`src/design/bmp_dfr_pkg.sv`:
```
// Shared types and constants for the BMP 24-bit pixel deframer.
`default_nettype none
package bmp_dfr_pkg;

    // Width of the reported image dimensions
    localparam int DIM_W = 13;

    // Depth of the result queue between parser and output stage
    localparam int QUEUE_DEPTH = 4;

    // File signature bytes "BM"
    localparam logic [7:0] SIG_B = 8'h42;
    localparam logic [7:0] SIG_M = 8'h4D;

    localparam logic [7:0] ALPHA_OPAQUE = 8'hFF;

    // Byte positions that complete each header field
    localparam logic [15:0] POS_OFFSET_END = 16'd13;
    localparam logic [15:0] POS_WIDTH_END  = 16'd21;
    localparam logic [15:0] POS_HEIGHT_END = 16'd25;
    localparam logic [15:0] POS_DEPTH_END  = 16'd29;

    // Smallest legal pixel data offset; header ends here
    localparam logic [31:0] MIN_OFFSET = 32'd30;

    typedef enum logic [1:0] {
        ST_PIXEL   = 2'd0,
        ST_HEADER  = 2'd1,
        ST_BAD_SIG = 2'd2,
        ST_BAD_HDR = 2'd3
    } t_status;

    typedef struct packed {
        t_status          status;
        logic [7:0]       red;
        logic [7:0]       green;
        logic [7:0]       blue;
        logic [7:0]       alpha;
        logic [DIM_W-1:0] image_width;
        logic [DIM_W-1:0] image_height;
        logic [15:0]      bit_depth;
        logic             last_pixel;
    } t_result;

endpackage
`default_nettype wire

```
`src/design/bmp_dfr_front.sv`:
```
// Byte parser: header capture, offset skip, pixel assembly, row padding.
`default_nettype none
module bmp_dfr_front #(
    parameter int MAX_WIDTH  = 4096,
    parameter int MAX_HEIGHT = 4096,
    parameter int MAX_OFFSET = 65535
) (
    input  wire logic                 i_clk,
    input  wire logic                 i_rst_n,
    input  wire logic                 i_accept,
    input  wire logic [7:0]           i_data_byte,
    input  wire logic                 i_file_start,
    output logic                      o_push,
    output bmp_dfr_pkg::t_result      o_result
);

    localparam int WW = $clog2(MAX_WIDTH + 1);
    localparam int HW = $clog2(MAX_HEIGHT + 1);
    localparam logic [31:0] LIM_W   = 32'(MAX_WIDTH);
    localparam logic [31:0] LIM_H   = 32'(MAX_HEIGHT);
    localparam logic [31:0] LIM_OFF = 32'(MAX_OFFSET);

    typedef enum logic [5:0] {
        PH_SIG    = 6'b000001,
        PH_HEADER = 6'b000010,
        PH_SKIP   = 6'b000100,
        PH_PIXEL  = 6'b001000,
        PH_PAD    = 6'b010000,
        PH_DONE   = 6'b100000
    } t_phase;

    t_phase        r_phase,  n_phase,  c_phase;
    logic [15:0]   r_pos,    n_pos,    c_pos;
    logic [31:0]   r_fa,     n_fa,     c_fa;
    logic [15:0]   r_offset, n_offset, c_offset;
    logic [WW-1:0] r_width,  n_width,  c_width;
    logic [HW-1:0] r_height, n_height, c_height;
    logic [WW-1:0] r_col,    n_col,    c_col;
    logic [HW-1:0] r_row,    n_row,    c_row;
    logic [1:0]    r_chan,   n_chan,   c_chan;
    logic [15:0]   r_held,   n_held,   c_held;
    logic [1:0]    r_pad,    n_pad,    c_pad;

    logic [31:0]   fa_new;
    logic [31:0]   w32;
    logic [31:0]   h32;
    logic [WW:0]   col_inc;
    logic [HW:0]   row_inc;
    logic [16:0]   pos_inc;

    always_comb begin
        // file_start restarts parsing with this byte as byte 0
        c_phase  = i_file_start ? PH_SIG : r_phase;
        c_pos    = i_file_start ? '0 : r_pos;
        c_fa     = i_file_start ? '0 : r_fa;
        c_offset = i_file_start ? '0 : r_offset;
        c_width  = i_file_start ? '0 : r_width;
        c_height = i_file_start ? '0 : r_height;
        c_col    = i_file_start ? '0 : r_col;
        c_row    = i_file_start ? '0 : r_row;
        c_chan   = i_file_start ? '0 : r_chan;
        c_held   = i_file_start ? '0 : r_held;
        c_pad    = i_file_start ? '0 : r_pad;

        n_phase  = c_phase;
        n_pos    = c_pos;
        n_fa     = c_fa;
        n_offset = c_offset;
        n_width  = c_width;
        n_height = c_height;
        n_col    = c_col;
        n_row    = c_row;
        n_chan   = c_chan;
        n_held   = c_held;
        n_pad    = c_pad;

        fa_new  = {i_data_byte, c_fa[31:8]};
        w32     = 32'(c_width);
        h32     = 32'(c_height);
        col_inc = {1'b0, c_col} + {{WW{1'b0}}, 1'b1};
        row_inc = {1'b0, c_row} + {{HW{1'b0}}, 1'b1};
        pos_inc = {1'b0, c_pos} + 17'd1;

        o_push   = 1'b0;
        o_result = '0;

        case (c_phase)
            PH_SIG: begin
                if ((c_pos == 16'd0 && i_data_byte != bmp_dfr_pkg::SIG_B) ||
                    (c_pos != 16'd0 && i_data_byte != bmp_dfr_pkg::SIG_M)) begin
                    n_phase         = PH_DONE;
                    o_push          = 1'b1;
                    o_result.status = bmp_dfr_pkg::ST_BAD_SIG;
                end else begin
                    n_pos = pos_inc[15:0];
                    if (c_pos != 16'd0) begin
                        n_phase = PH_HEADER;
                    end
                end
            end
            PH_HEADER: begin
                n_fa  = fa_new;
                n_pos = pos_inc[15:0];
                case (c_pos)
                    bmp_dfr_pkg::POS_OFFSET_END: begin
                        if (fa_new < bmp_dfr_pkg::MIN_OFFSET || fa_new > LIM_OFF) begin
                            n_phase         = PH_DONE;
                            o_push          = 1'b1;
                            o_result.status = bmp_dfr_pkg::ST_BAD_HDR;
                        end else begin
                            n_offset = fa_new[15:0];
                        end
                    end
                    bmp_dfr_pkg::POS_WIDTH_END: begin
                        if (fa_new > LIM_W) begin
                            n_phase         = PH_DONE;
                            o_push          = 1'b1;
                            o_result.status = bmp_dfr_pkg::ST_BAD_HDR;
                        end else begin
                            n_width = fa_new[WW-1:0];
                        end
                    end
                    bmp_dfr_pkg::POS_HEIGHT_END: begin
                        if (fa_new > LIM_H) begin
                            n_phase         = PH_DONE;
                            o_push          = 1'b1;
                            o_result.status = bmp_dfr_pkg::ST_BAD_HDR;
                        end else begin
                            n_height = fa_new[HW-1:0];
                        end
                    end
                    bmp_dfr_pkg::POS_DEPTH_END: begin
                        n_col  = '0;
                        n_row  = '0;
                        n_chan = '0;
                        n_held = '0;
                        if (c_width == '0 || c_height == '0) begin
                            n_phase = PH_DONE;
                        end else if (32'(c_offset) <= bmp_dfr_pkg::MIN_OFFSET) begin
                            n_phase = PH_PIXEL;
                        end else begin
                            n_phase = PH_SKIP;
                        end
                        o_push                = 1'b1;
                        o_result.status       = bmp_dfr_pkg::ST_HEADER;
                        o_result.image_width  = w32[bmp_dfr_pkg::DIM_W-1:0];
                        o_result.image_height = h32[bmp_dfr_pkg::DIM_W-1:0];
                        o_result.bit_depth    = fa_new[31:16];
                    end
                    default: begin
                    end
                endcase
            end
            PH_SKIP: begin
                n_pos = pos_inc[15:0];
                if (pos_inc >= {1'b0, c_offset}) begin
                    n_phase = PH_PIXEL;
                end
            end
            PH_PIXEL: begin
                case (c_chan)
                    2'd0: begin
                        n_held = {8'd0, i_data_byte};
                        n_chan = 2'd1;
                    end
                    2'd1: begin
                        n_held = {i_data_byte, c_held[7:0]};
                        n_chan = 2'd2;
                    end
                    default: begin
                        n_chan              = 2'd0;
                        o_push              = 1'b1;
                        o_result.status     = bmp_dfr_pkg::ST_PIXEL;
                        o_result.red        = i_data_byte;
                        o_result.green      = c_held[15:8];
                        o_result.blue       = c_held[7:0];
                        o_result.alpha      = bmp_dfr_pkg::ALPHA_OPAQUE;
                        o_result.last_pixel = (col_inc == {1'b0, c_width}) &&
                                              (row_inc == {1'b0, c_height});
                        n_col = col_inc[WW-1:0];
                        if (col_inc >= {1'b0, c_width}) begin
                            // end of row; pad bytes equal width mod 4
                            n_col = '0;
                            n_row = row_inc[HW-1:0];
                            if (row_inc >= {1'b0, c_height}) begin
                                n_phase = PH_DONE;
                            end else begin
                                n_pad   = w32[1:0];
                                n_phase = (w32[1:0] != 2'd0) ? PH_PAD : PH_PIXEL;
                            end
                        end
                    end
                endcase
            end
            PH_PAD: begin
                n_pad = (c_pad != 2'd0) ? c_pad - 2'd1 : c_pad;
                if (n_pad == 2'd0) begin
                    n_phase = PH_PIXEL;
                end
            end
            default: begin
            end
        endcase

        if (!i_accept) begin
            o_push = 1'b0;
        end
    end

    always_ff @(posedge i_clk) begin
        if (!i_rst_n) begin
            r_phase  <= PH_SIG;
            r_pos    <= '0;
            r_fa     <= '0;
            r_offset <= '0;
            r_width  <= '0;
            r_height <= '0;
            r_col    <= '0;
            r_row    <= '0;
            r_chan   <= '0;
            r_held   <= '0;
            r_pad    <= '0;
        end else if (i_accept) begin
            r_phase  <= n_phase;
            r_pos    <= n_pos;
            r_fa     <= n_fa;
            r_offset <= n_offset;
            r_width  <= n_width;
            r_height <= n_height;
            r_col    <= n_col;
            r_row    <= n_row;
            r_chan   <= n_chan;
            r_held   <= n_held;
            r_pad    <= n_pad;
        end
    end

endmodule
`default_nettype wire

```
`src/design/bmp_dfr_queue.sv`:
```
// Small result FIFO between the parser and the output stage.
`default_nettype none
module bmp_dfr_queue (
    input  wire logic                 i_clk,
    input  wire logic                 i_rst_n,
    input  wire logic                 i_push,
    input  wire bmp_dfr_pkg::t_result i_data,
    input  wire logic                 i_pop,
    output bmp_dfr_pkg::t_result      o_head,
    output logic                      o_nonempty,
    output logic                      o_full
);

    localparam int QW = $clog2(bmp_dfr_pkg::QUEUE_DEPTH);

    bmp_dfr_pkg::t_result r_mem [bmp_dfr_pkg::QUEUE_DEPTH];
    logic [QW-1:0] r_wr_ptr, r_rd_ptr;
    logic [QW:0]   r_count,  n_count;

    assign o_head     = r_mem[r_rd_ptr];
    assign o_nonempty = (r_count != '0);
    assign o_full     = (r_count == (QW+1)'(bmp_dfr_pkg::QUEUE_DEPTH));

    always_comb begin
        n_count = r_count;
        case ({i_push, i_pop})
            2'b10:   n_count = r_count + (QW+1)'(1);
            2'b01:   n_count = r_count - (QW+1)'(1);
            default: n_count = r_count;
        endcase
    end

    always_ff @(posedge i_clk) begin
        if (i_push) begin
            r_mem[r_wr_ptr] <= i_data;
        end
    end

    always_ff @(posedge i_clk) begin
        if (!i_rst_n) begin
            r_wr_ptr <= '0;
            r_rd_ptr <= '0;
            r_count  <= '0;
        end else begin
            if (i_push) begin
                r_wr_ptr <= r_wr_ptr + QW'(1);
            end
            if (i_pop) begin
                r_rd_ptr <= r_rd_ptr + QW'(1);
            end
            r_count <= n_count;
        end
    end

endmodule
`default_nettype wire

```
`src/design/bmp_dfr_back.sv`:
```
// Output register stage: drains the result queue under downstream stall.
`default_nettype none
module bmp_dfr_back (
    input  wire logic                 i_clk,
    input  wire logic                 i_rst_n,
    input  wire bmp_dfr_pkg::t_result i_head,
    input  wire logic                 i_head_valid,
    output logic                      o_pop,
    input  wire logic                 i_stall,
    output logic                      o_valid,
    output bmp_dfr_pkg::t_result      o_result
);

    logic                 r_valid;
    bmp_dfr_pkg::t_result r_result;

    // Load a new beat whenever the register is empty or being taken
    assign o_pop    = i_head_valid && (!r_valid || !i_stall);
    assign o_valid  = r_valid;
    assign o_result = r_result;

    always_ff @(posedge i_clk) begin
        if (o_pop) begin
            r_result <= i_head;
        end
    end

    always_ff @(posedge i_clk) begin
        if (!i_rst_n) begin
            r_valid <= 1'b0;
        end else if (!r_valid || !i_stall) begin
            r_valid <= i_head_valid;
        end
    end

endmodule
`default_nettype wire

```
`src/design/bmp_rgb24_pixel_deframer.sv`:
```
// Top level: one byte per cycle in, at most one result beat per byte out.
// Throughput: one input byte per cycle, sustained while the output is not stalled.
// A result beat goes into the queue memory at the edge that accepts its byte, then into the output register.
// The 4-entry result queue plus the output register hold up to 5 waiting results.
// Reset (synchronous, active low) empties the queue and restarts at the signature.
`default_nettype none
module bmp_rgb24_pixel_deframer #(
    parameter int MAX_WIDTH  = 4096,
    parameter int MAX_HEIGHT = 4096,
    parameter int MAX_OFFSET = 65535
) (
    input  wire logic        i_clk,
    input  wire logic        i_rst_n,
    input  wire logic        i_valid,
    output logic             o_stall,
    input  wire logic [7:0]  i_data_byte,
    input  wire logic        i_file_start,
    output logic             o_valid,
    input  wire logic        i_stall,
    output logic [1:0]       o_status,
    output logic [7:0]       o_red,
    output logic [7:0]       o_green,
    output logic [7:0]       o_blue,
    output logic [7:0]       o_alpha,
    output logic [12:0]      o_image_width,
    output logic [12:0]      o_image_height,
    output logic [15:0]      o_bit_depth,
    output logic             o_last_pixel
);

    logic                 accept;
    logic                 push;
    logic                 pop;
    logic                 q_nonempty;
    logic                 q_full;
    bmp_dfr_pkg::t_result front_result;
    bmp_dfr_pkg::t_result q_head;
    bmp_dfr_pkg::t_result out_result;

    assign o_stall = q_full;
    assign accept  = i_valid && !q_full;

    bmp_dfr_front #(
        .MAX_WIDTH  (MAX_WIDTH),
        .MAX_HEIGHT (MAX_HEIGHT),
        .MAX_OFFSET (MAX_OFFSET)
    ) u_front (
        .i_clk        (i_clk),
        .i_rst_n      (i_rst_n),
        .i_accept     (accept),
        .i_data_byte  (i_data_byte),
        .i_file_start (i_file_start),
        .o_push       (push),
        .o_result     (front_result)
    );

    bmp_dfr_queue u_queue (
        .i_clk      (i_clk),
        .i_rst_n    (i_rst_n),
        .i_push     (push),
        .i_data     (front_result),
        .i_pop      (pop),
        .o_head     (q_head),
        .o_nonempty (q_nonempty),
        .o_full     (q_full)
    );

    bmp_dfr_back u_back (
        .i_clk        (i_clk),
        .i_rst_n      (i_rst_n),
        .i_head       (q_head),
        .i_head_valid (q_nonempty),
        .o_pop        (pop),
        .i_stall      (i_stall),
        .o_valid      (o_valid),
        .o_result     (out_result)
    );

    assign o_status       = out_result.status;
    assign o_red          = out_result.red;
    assign o_green        = out_result.green;
    assign o_blue         = out_result.blue;
    assign o_alpha        = out_result.alpha;
    assign o_image_width  = out_result.image_width;
    assign o_image_height = out_result.image_height;
    assign o_bit_depth    = out_result.bit_depth;
    assign o_last_pixel   = out_result.last_pixel;

endmodule
`default_nettype wire
```
`config.mk`:
```
export PLATFORM = sky130hd
export DESIGN_NAME = bmp_rgb24_pixel_deframer
export DESIGN_NICKNAME = d
export VERILOG_FILES = /design/src/design/bmp_dfr_pkg.sv /design/src/design/bmp_dfr_front.sv /design/src/design/bmp_dfr_queue.sv /design/src/design/bmp_dfr_back.sv /design/src/design/bmp_rgb24_pixel_deframer.sv
export SDC_FILE = /design/constraint.sdc
export NUM_CORES = 1
export LEC_CHECK = 0
export BUFFER_PORTS_ARGS = -buffer_cell sky130_fd_sc_hd__buf_2
export CAP_MARGIN = 25
export CORE_MARGIN = 5
export CORE_UTILIZATION = 61
export CTS_CLUSTER_DIAMETER = 100
export DETAILED_ROUTE_END_ITERATION = 6
export PLACE_DENSITY = 0.91
export SLEW_MARGIN = 0
export SYNTH_ARGS = -nofsm -noshare
export SYNTH_HDL_FRONTEND = slang
export SYNTH_SLANG_ARGS = --single-unit
```
`constraint.sdc`:
```
create_clock -name i_clk -period 8.2 [get_ports i_clk]
set_input_delay 2.46 -clock i_clk [delete_from_list [all_inputs] [get_ports i_clk]]
set_output_delay 2.46 -clock i_clk [all_outputs]
set_load 0.005 [all_outputs]
```
======== Word-level counts from Yosys, hierarchy flattened ========
Memories as Yosys holds them, arrays and structs flattened. A register that Yosys moved wholly into a read port is not among the register bits.
Cells that the tools add are included.
word-level totals
  flip-flop bits (word level) ............. 142
  RAM bits ................................ 308
  input bits .............................. 13
  output and inout bits ................... 79
  word-level logic and storage cells ...... 150
  memories kept ........................... 1
memory list
  memory         depth  width  rd ports  clocked after memory_dff  write ports  line                 source
  u_queue.r_mem  4      77     1         1                         1            bmp_dfr_queue.sv:16  bmp_dfr_pkg::t_result r_mem [bmp_dfr_pkg::QUEUE_DEPTH];
operators by class
  add/sub/neg operators ................... 8
  $lt $le $gt $ge ......................... 7
  eq/ne operators ......................... 17
  muxes and demuxes ....................... 77
  reduce and logical (&&, ||, !) cells .... 25
operator list
  cell                                                                               number
  13-bit 2-to-1 mux                                                                  16
  16-bit 2-to-1 mux                                                                  8
  32-bit 2-to-1 mux                                                                  4
  16-bit case mux with 2 select lines                                                3
  42-bit 2-to-1 mux                                                                  2
  6-bit 2-to-1 mux                                                                   11
  13-bit case mux with 2 select lines                                                2
  16-bit by 5-bit == test with 1-bit output, second input constant                   3
  32-bit by 13-bit greater-than comparator with 1-bit output, second input constant  1
  32-bit by 16-bit greater-than comparator with 1-bit output, second input constant  1
  32-bit by 5-bit less-than comparator with 1-bit output, second input constant      1
  6-bit case mux with 5 select lines                                                 1
  13-bit by 1-bit adder with 14-bit output, second input constant                    2
  14-bit by 13-bit == test with 1-bit output                                         2
  14-bit by 13-bit greater-or-equal comparator with 1-bit output                     2
  13-bit logical NOT                                                                 2
  2-bit 2-to-1 mux                                                                   10
  6-bit case mux with 3 select lines                                                 1
  16-bit by 1-bit adder with 17-bit output, second input constant                    1
  17-bit by 16-bit greater-or-equal comparator with 1-bit output                     1
  16-bit by 4-bit == test with 1-bit output, second input constant                   1
  16-bit by 5-bit less-or-equal comparator with 1-bit output, second input constant  1
  16-bit logical NOT                                                                 1
  8-bit by 7-bit != test with 1-bit output, second input constant                    2
  other kinds (27)                                                                   55

======== Depth between registers and ports, before layout ========
  depth in word-level cells ............... 9
  gate-level depth with buffers ........... 24
  depth with buffers taken out ............ 18

======== By module ========
A second synthesis with hierarchy kept.
second synthesis, totals
  cell total of the unflattened synthesis .. 1611
  area total of the unflattened synthesis .. 22661.7 um2
by module, submodules not included
  module                    instances  cells each  area each (um2)  sequential area each (um2)
  bmp_dfr_queue             1          445         11587.4          9429.0
  bmp_dfr_front             1          1084        8709.6           2682.6
  bmp_dfr_back              1          81          2351.0           2332.2
  bmp_rgb24_pixel_deframer  1          1           13.8             0.0

======== Least setup slack after synthesis ========
Ideal clock, no wire load.
  path kind ............................... in2reg
  from .................................... input port i_stall
  to ...................................... register u_queue.r_count[2]
  setup time .............................. 0.070 ns
  arrival ................................. 7.643 ns
  data required time ...................... 8.130 ns
  slack ................................... 0.487 ns
  stages .................................. 7
  buffers on the path ..................... 0
  cells stage by stage .................... a21oi_1 > ha_1 > inv_1 > fa_1 > xor2_1 > or3_1 > a21oi_1
between the ends
  word-level cells in the longest chain between the ends .. 5
  elaborated cells on any way between the ends .. 7
  classes of those cells .................. eq/ne: 2; mux: 1; reduce/logical: 4
ends and longest elaborated chain
  what                                                                       line                            source
  from (decl)                                                                bmp_rgb24_pixel_deframer.sv:19  input wire logic i_stall,
  1-bit logical NOT (*)                                                      bmp_dfr_back.sv:18              assign o_pop = i_head_valid && (!r_valid || !i_stall);
  1-bit logical OR (*)                                                       bmp_dfr_back.sv:18
  1-bit logical AND (*)                                                      bmp_dfr_back.sv:18
  2-bit by 1-bit == test with 1-bit output or 2-bit == test (tied branches)  bmp_dfr_queue.sv:26             case ({i_push, i_pop})
  3-bit case mux with 2 select lines or 2-bit nonzero test (tied branches)   -
  to (signal assigned)                                                       bmp_dfr_queue.sv:51             r_count <= n_count;
  to (decl)                                                                  bmp_dfr_queue.sv:18             logic [QW:0] r_count, n_count;
Every way passes the cells marked *; elsewhere a longest branch is shown, timed or not.
A chain may end at the register's enable or synchronous reset.

======== Final worst setup path ========
  from .................................... input port i_file_start
  to ...................................... register u_queue.r_count[2]
between the ends
  word-level cells in the longest chain between the ends .. 9
  elaborated cells on any way between the ends .. 35
  classes of those cells .................. order compare: 3; eq/ne: 10; mux: 12; reduce/logical: 10
ends and longest elaborated chain
  what                                                                            line                                       source
  from (decl)                                                                     bmp_rgb24_pixel_deframer.sv:17             input wire logic i_file_start,
  32-bit 2-to-1 mux or 16-bit 2-to-1 mux (tied branches)                          bmp_dfr_front.sv:55, bmp_dfr_front.sv:54
  32-bit by 5-bit less-than comparator with 1-bit output (tied with other cells)  bmp_dfr_front.sv:106                       if (fa_new < bmp_dfr_pkg::MIN_OFFSET || fa_new > LIM_OFF) begin
  1-bit logical OR (tied with other cells)                                        bmp_dfr_front.sv:106
  1-bit 2-to-1 mux or 1-bit logical OR (tied branches)                            bmp_dfr_front.sv:106, bmp_dfr_front.sv:89
  1-bit case mux with 3 select lines or 1-bit 2-to-1 mux (tied branches)          bmp_dfr_front.sv:104, bmp_dfr_front.sv:89
  1-bit case mux with 3 select lines (*)                                          bmp_dfr_front.sv:87                        case (c_phase)
  1-bit 2-to-1 mux (*)                                                            bmp_dfr_front.sv:205                       if (!i_accept) begin
  2-bit by 1-bit == test with 1-bit output or 2-bit == test (tied branches)       bmp_dfr_queue.sv:26
  3-bit case mux with 2 select lines or 2-bit nonzero test (tied branches)        -
Every way passes the cells marked *; elsewhere a longest branch is shown, timed or not. The select of a mux whose other input is x is not followed.

==> run_results.csv <==
group,metric,value,unit
status,status,"complete, but fails checks",
status,violations,"design-rule violations",
cts,cts.path.max_buffers,3,
setup_path,cp_max_fo,26,
detailed_routing,wl_per_cell,28.6,um
place,place_ws,1720,ps
floorplan,initial_core_util,0.614,
layout,nNetsFinal,1705,
timing,worst_slack,1820,ps
setup_path,cpPeakStageDelay,630,ps
setup_path,worstSetupStartpoint,"i_file_start",
power,leakage,8.32,nW
global_routing,antenna_found_initial,1,
global_routing,grt_usage,0.304,
setup_path,critPathKind,"in2reg",
logic_synthesis,netlist-cell-type-count,81,
setup_path,rr_worst_depth,16,
floorplan,num_io_pins,92,
cts,cts_setup_buffers,0,
cts,worstSkewPairLatency,590,ps
setup_path,crit_family,"compound AO/OA/AOI/OAI gates",
global_routing,grt_max_degree,71,
place,place.gp.congestion,0.930,
worst_hold_path,whs_endpoint,"u_back.o_valid",
detailed_routing,drc,29,
cts,cts-root-buf,"clkbuf_16",
layout,fillCellCount,2035,
detailed_routing,drt-initial-drc-count,2780,
layout,area_growth,11.5,%
logic_synthesis,syn_inst,1569,
cts,post_cts_resized,0,
place,port_buffers,91,
logic_synthesis,async_reset_ff_frac,0,
detailed_routing,drt-vias-per-instance,7.07,
logic_synthesis,synth_edf_count,350,
timing,setup_tns,0,ps
logic_synthesis,synth-seq-cells,492,
cts,htree_levels,2,
place,dpl.cell_count,2040,
global_routing,grt_overflow,0,
timing,fmaxAchievable,157,MHz
logic_synthesis,synth_nets,1635,
setup_path,worst_path_most_repeated_cell,"inv_1",
cts,cts_tree,"yes",
setup_path,crit_required,8710,ps
floorplan,num_rows,68,
layout,final-instance-count-excl-fill,2131,
timing,setup_viol,0,
setup_path,reg2reg_from,"u_front.r_pos[0]",
detailed_routing,first_pass_iters,7,
logic_synthesis,syn_area_per_cell,13.4,sq um
power,power,6.55,mW
layout,layout-drive-gt1-share,0.177,
setup_path,cp.arrival,6890,ps
setup_path,crit_chain,"buf_2 -> nor2b_1 -> inv_1 -> ha_1 -> nor4b_1 -> a41oi_1 -> mux2i_1 -> o32ai_1 -> a21oi_2 -> a31oi_4 -> inv_1 -> ha_1 -> inv_1 -> fa_1 -> xor2_1 -> or3_1 -> a21oi_1",
worst_hold_path,hold_class,"reg2reg",
logic_synthesis,ys.flop_type,"edfxtp_1",
logic_synthesis,yosysSeqAreaShare,0.634,
timing,rsz0062_at_grt,"no",
logic_synthesis,yosysWarnings,0,
cts,clkSlewWorstSetupHoldPaths,70,ps
cts,ctsHoldBuffers,0,
cts,cts_buffers,46,
cts,cts_sinks,492,
logic_synthesis,synth_area,21100,sq um
timing,fin_crit_sh,0.778,
setup_path,worstSetupEndpointType,"flip-flop",
power,vdd_drop_max,0.364,mV
setup_path,r2r_slack,3560,ps
layout,seq_area,13400,sq um
timing,whs,508,ps
timing,slew_headroom,0.252,
timing,final_max_slew_viol_count,0,
layout,antenna_cells,0,
detailed_routing,dr_total_vias,15072,
timing,tightest_slew,1110,ps
timing,finalClockSkew,28.0,ps
worst_hold_path,holdPathStages,2,
floorplan,core_area,34300,sq um
detailed_routing,wl,60.9,mm
detailed_routing,final_antenna_net_count,0,
setup_path,worstReg2RegEnd,"u_queue.r_count[2]",
floorplan,die_w,196,um
flow_run,max_cap_viol_count,0,
worst_hold_path,holdCritStartpoint,"u_back.o_valid",
place,hpwl,33.3,mm
floorplan,die_area,38300,sq um
setup_path,start_kind,"primary input",
layout,multi_input_area,7230,sq um
global_routing,grt_pass1_vias,14478,
global_routing,grt_first_pass_wirelength,90.0,mm
floorplan,die_h,196,um
timing,min_period,6380,ps
setup_path,critPathSlowestCell,"a41oi_1",
power,power_density,279,nW/um^2
setup_path,cp_num_buf_inv,4,
timing,final_hold_viol_count,0,
## registers in the layout, summed over array words and instances (netlist names), 16 cells and up
signal,count
u_queue.r_mem,280
u_back.o_result,70
u_front.r_fa,24
u_front.r_held,16
u_front.r_offset,16
u_front.r_pos,16
## layout make-up
class / count / share of cell area
Sequential cell: 492 / 0.569
Clock buffer: 60 / 0.0548
Clock inverter: 25 / 0.0112
Timing Repair Buffer: 117 / 0.0301
Multi-Input combinational cell: 962 / 0.308
Inverter: 20 / 0.00325
Tap cell: 455 / 0.0242
## through the flow
stage                util  cell area, sq um
global route        0.685             23500
floorplan               -             21100
CTS                 0.682             23400
global placement    0.637             21800
finish              0.685             23500
detailed placement  0.637             21800
## tightest hold or removal path: stages, from the launching register on
cell and delay (ps):
dfxtp_1 340, nand2_1 70, a21oi_1 50
## worst max path at each step
stage	end	slack, ps	cells after the start
after global placement	u_queue.r_mem[1][66]	1810	12
after detailed placement	u_queue.r_count[2]	1720	17
after floorplan	u_queue.r_count[2]	490	7
after CTS	u_front.r_pad[1]	2070	16
after global routing	u_queue.r_count[2]	1570	17
final	u_queue.r_count[2]	1820	17
## where the power goes
group / total [mW] / internal, mW / switching [mW]
logic: 1.08 / 0.454 / 0.624
clock network: 2.22 / 1.25 / 0.978
registers: 3.25 / 3.08 / 0.172
## synth_stat cells (8+ instances only)
cell type	count	area [sq um]
edfxtp_1	350	10500
nor2_1	163	612
dfxtp_1	142	2840
nand2_1	99	372
a22oi_1	82	616
mux4_2	70	1580
clkbuf_1	54	203
a21oi_1	53	265
ha_1	52	651
and2_1	50	313
nand3_1	40	200
and3_1	38	238
o21ai_0	35	175
nand4_1	25	156
nor2b_1	24	150
xnor2_1	24	210
nor3_1	22	110
inv_1	19	71.3
a22o_1	18	158
xor2_1	16	140
buf_2	15	75.1
buf_1	14	52.6
nor4_1	14	87.6
nand2b_1	10	62.6
a31oi_1	9	56.3
buf_4	9	67.6
or3_1	8	50.1
## logic make-up after synthesis
family | Yosys count | share of synthesized area
compound gates | 263 | 0.0860
xor+xnor | 40 | 0.0166
fa+ha+maj | 53 | 0.0318
buf+inv | 115 | 0.0238
flops | 492 | 0.634
mux | 74 | 0.0769
simple gates | 532 | 0.131
## layout by cell type (no fill, tap or decap), types with 4 or more instances in the layout
cell type,netlist,layout
mux4_2,70,70
a21oi_1,53,52
dfxtp_1,142,140
nand3_1,40,40
nor2b_1,24,24
a21o_1,6,6
nand2b_1,10,10
and2_4,0,4
o21ai_1,7,7
buf_2,15,91
nor2_1,163,163
edfxtp_1,350,350
inv_1,19,18
nor4_1,14,14
a31oi_1,9,9
ha_1,52,52
buf_4,9,22
clkbuf_1,54,8
nand4_1,25,25
nor3_1,22,22
o211ai_1,6,6
a211oi_1,4,4
clkbuf_16,0,48
xnor2_1,24,24
a22o_1,18,18
a22oi_1,82,82
xor2_1,16,16
o21ai_0,35,35
bufinv_16,0,4
o21a_1,5,5
and2_1,50,46
a311oi_1,4,4
clkinv_1,0,6
clkinv_2,0,8
and3_1,38,38
nand2_1,99,99
or3_1,8,8
clkbuf_8,0,4
## metal layers
metal / share of wire / vias to the layer above / GRT usage
met2: 0.46 / 1398 / 0.487
met3: 0.13 / 355 / 0.0735
met5: 0.00033 / - / 0
met4: 0.066 / 2 / 0.126
met1: 0.34 / 7212 / 0.404
li1: - / 6105 / -
No activity file was read; power rests on OpenSTA's default activity.
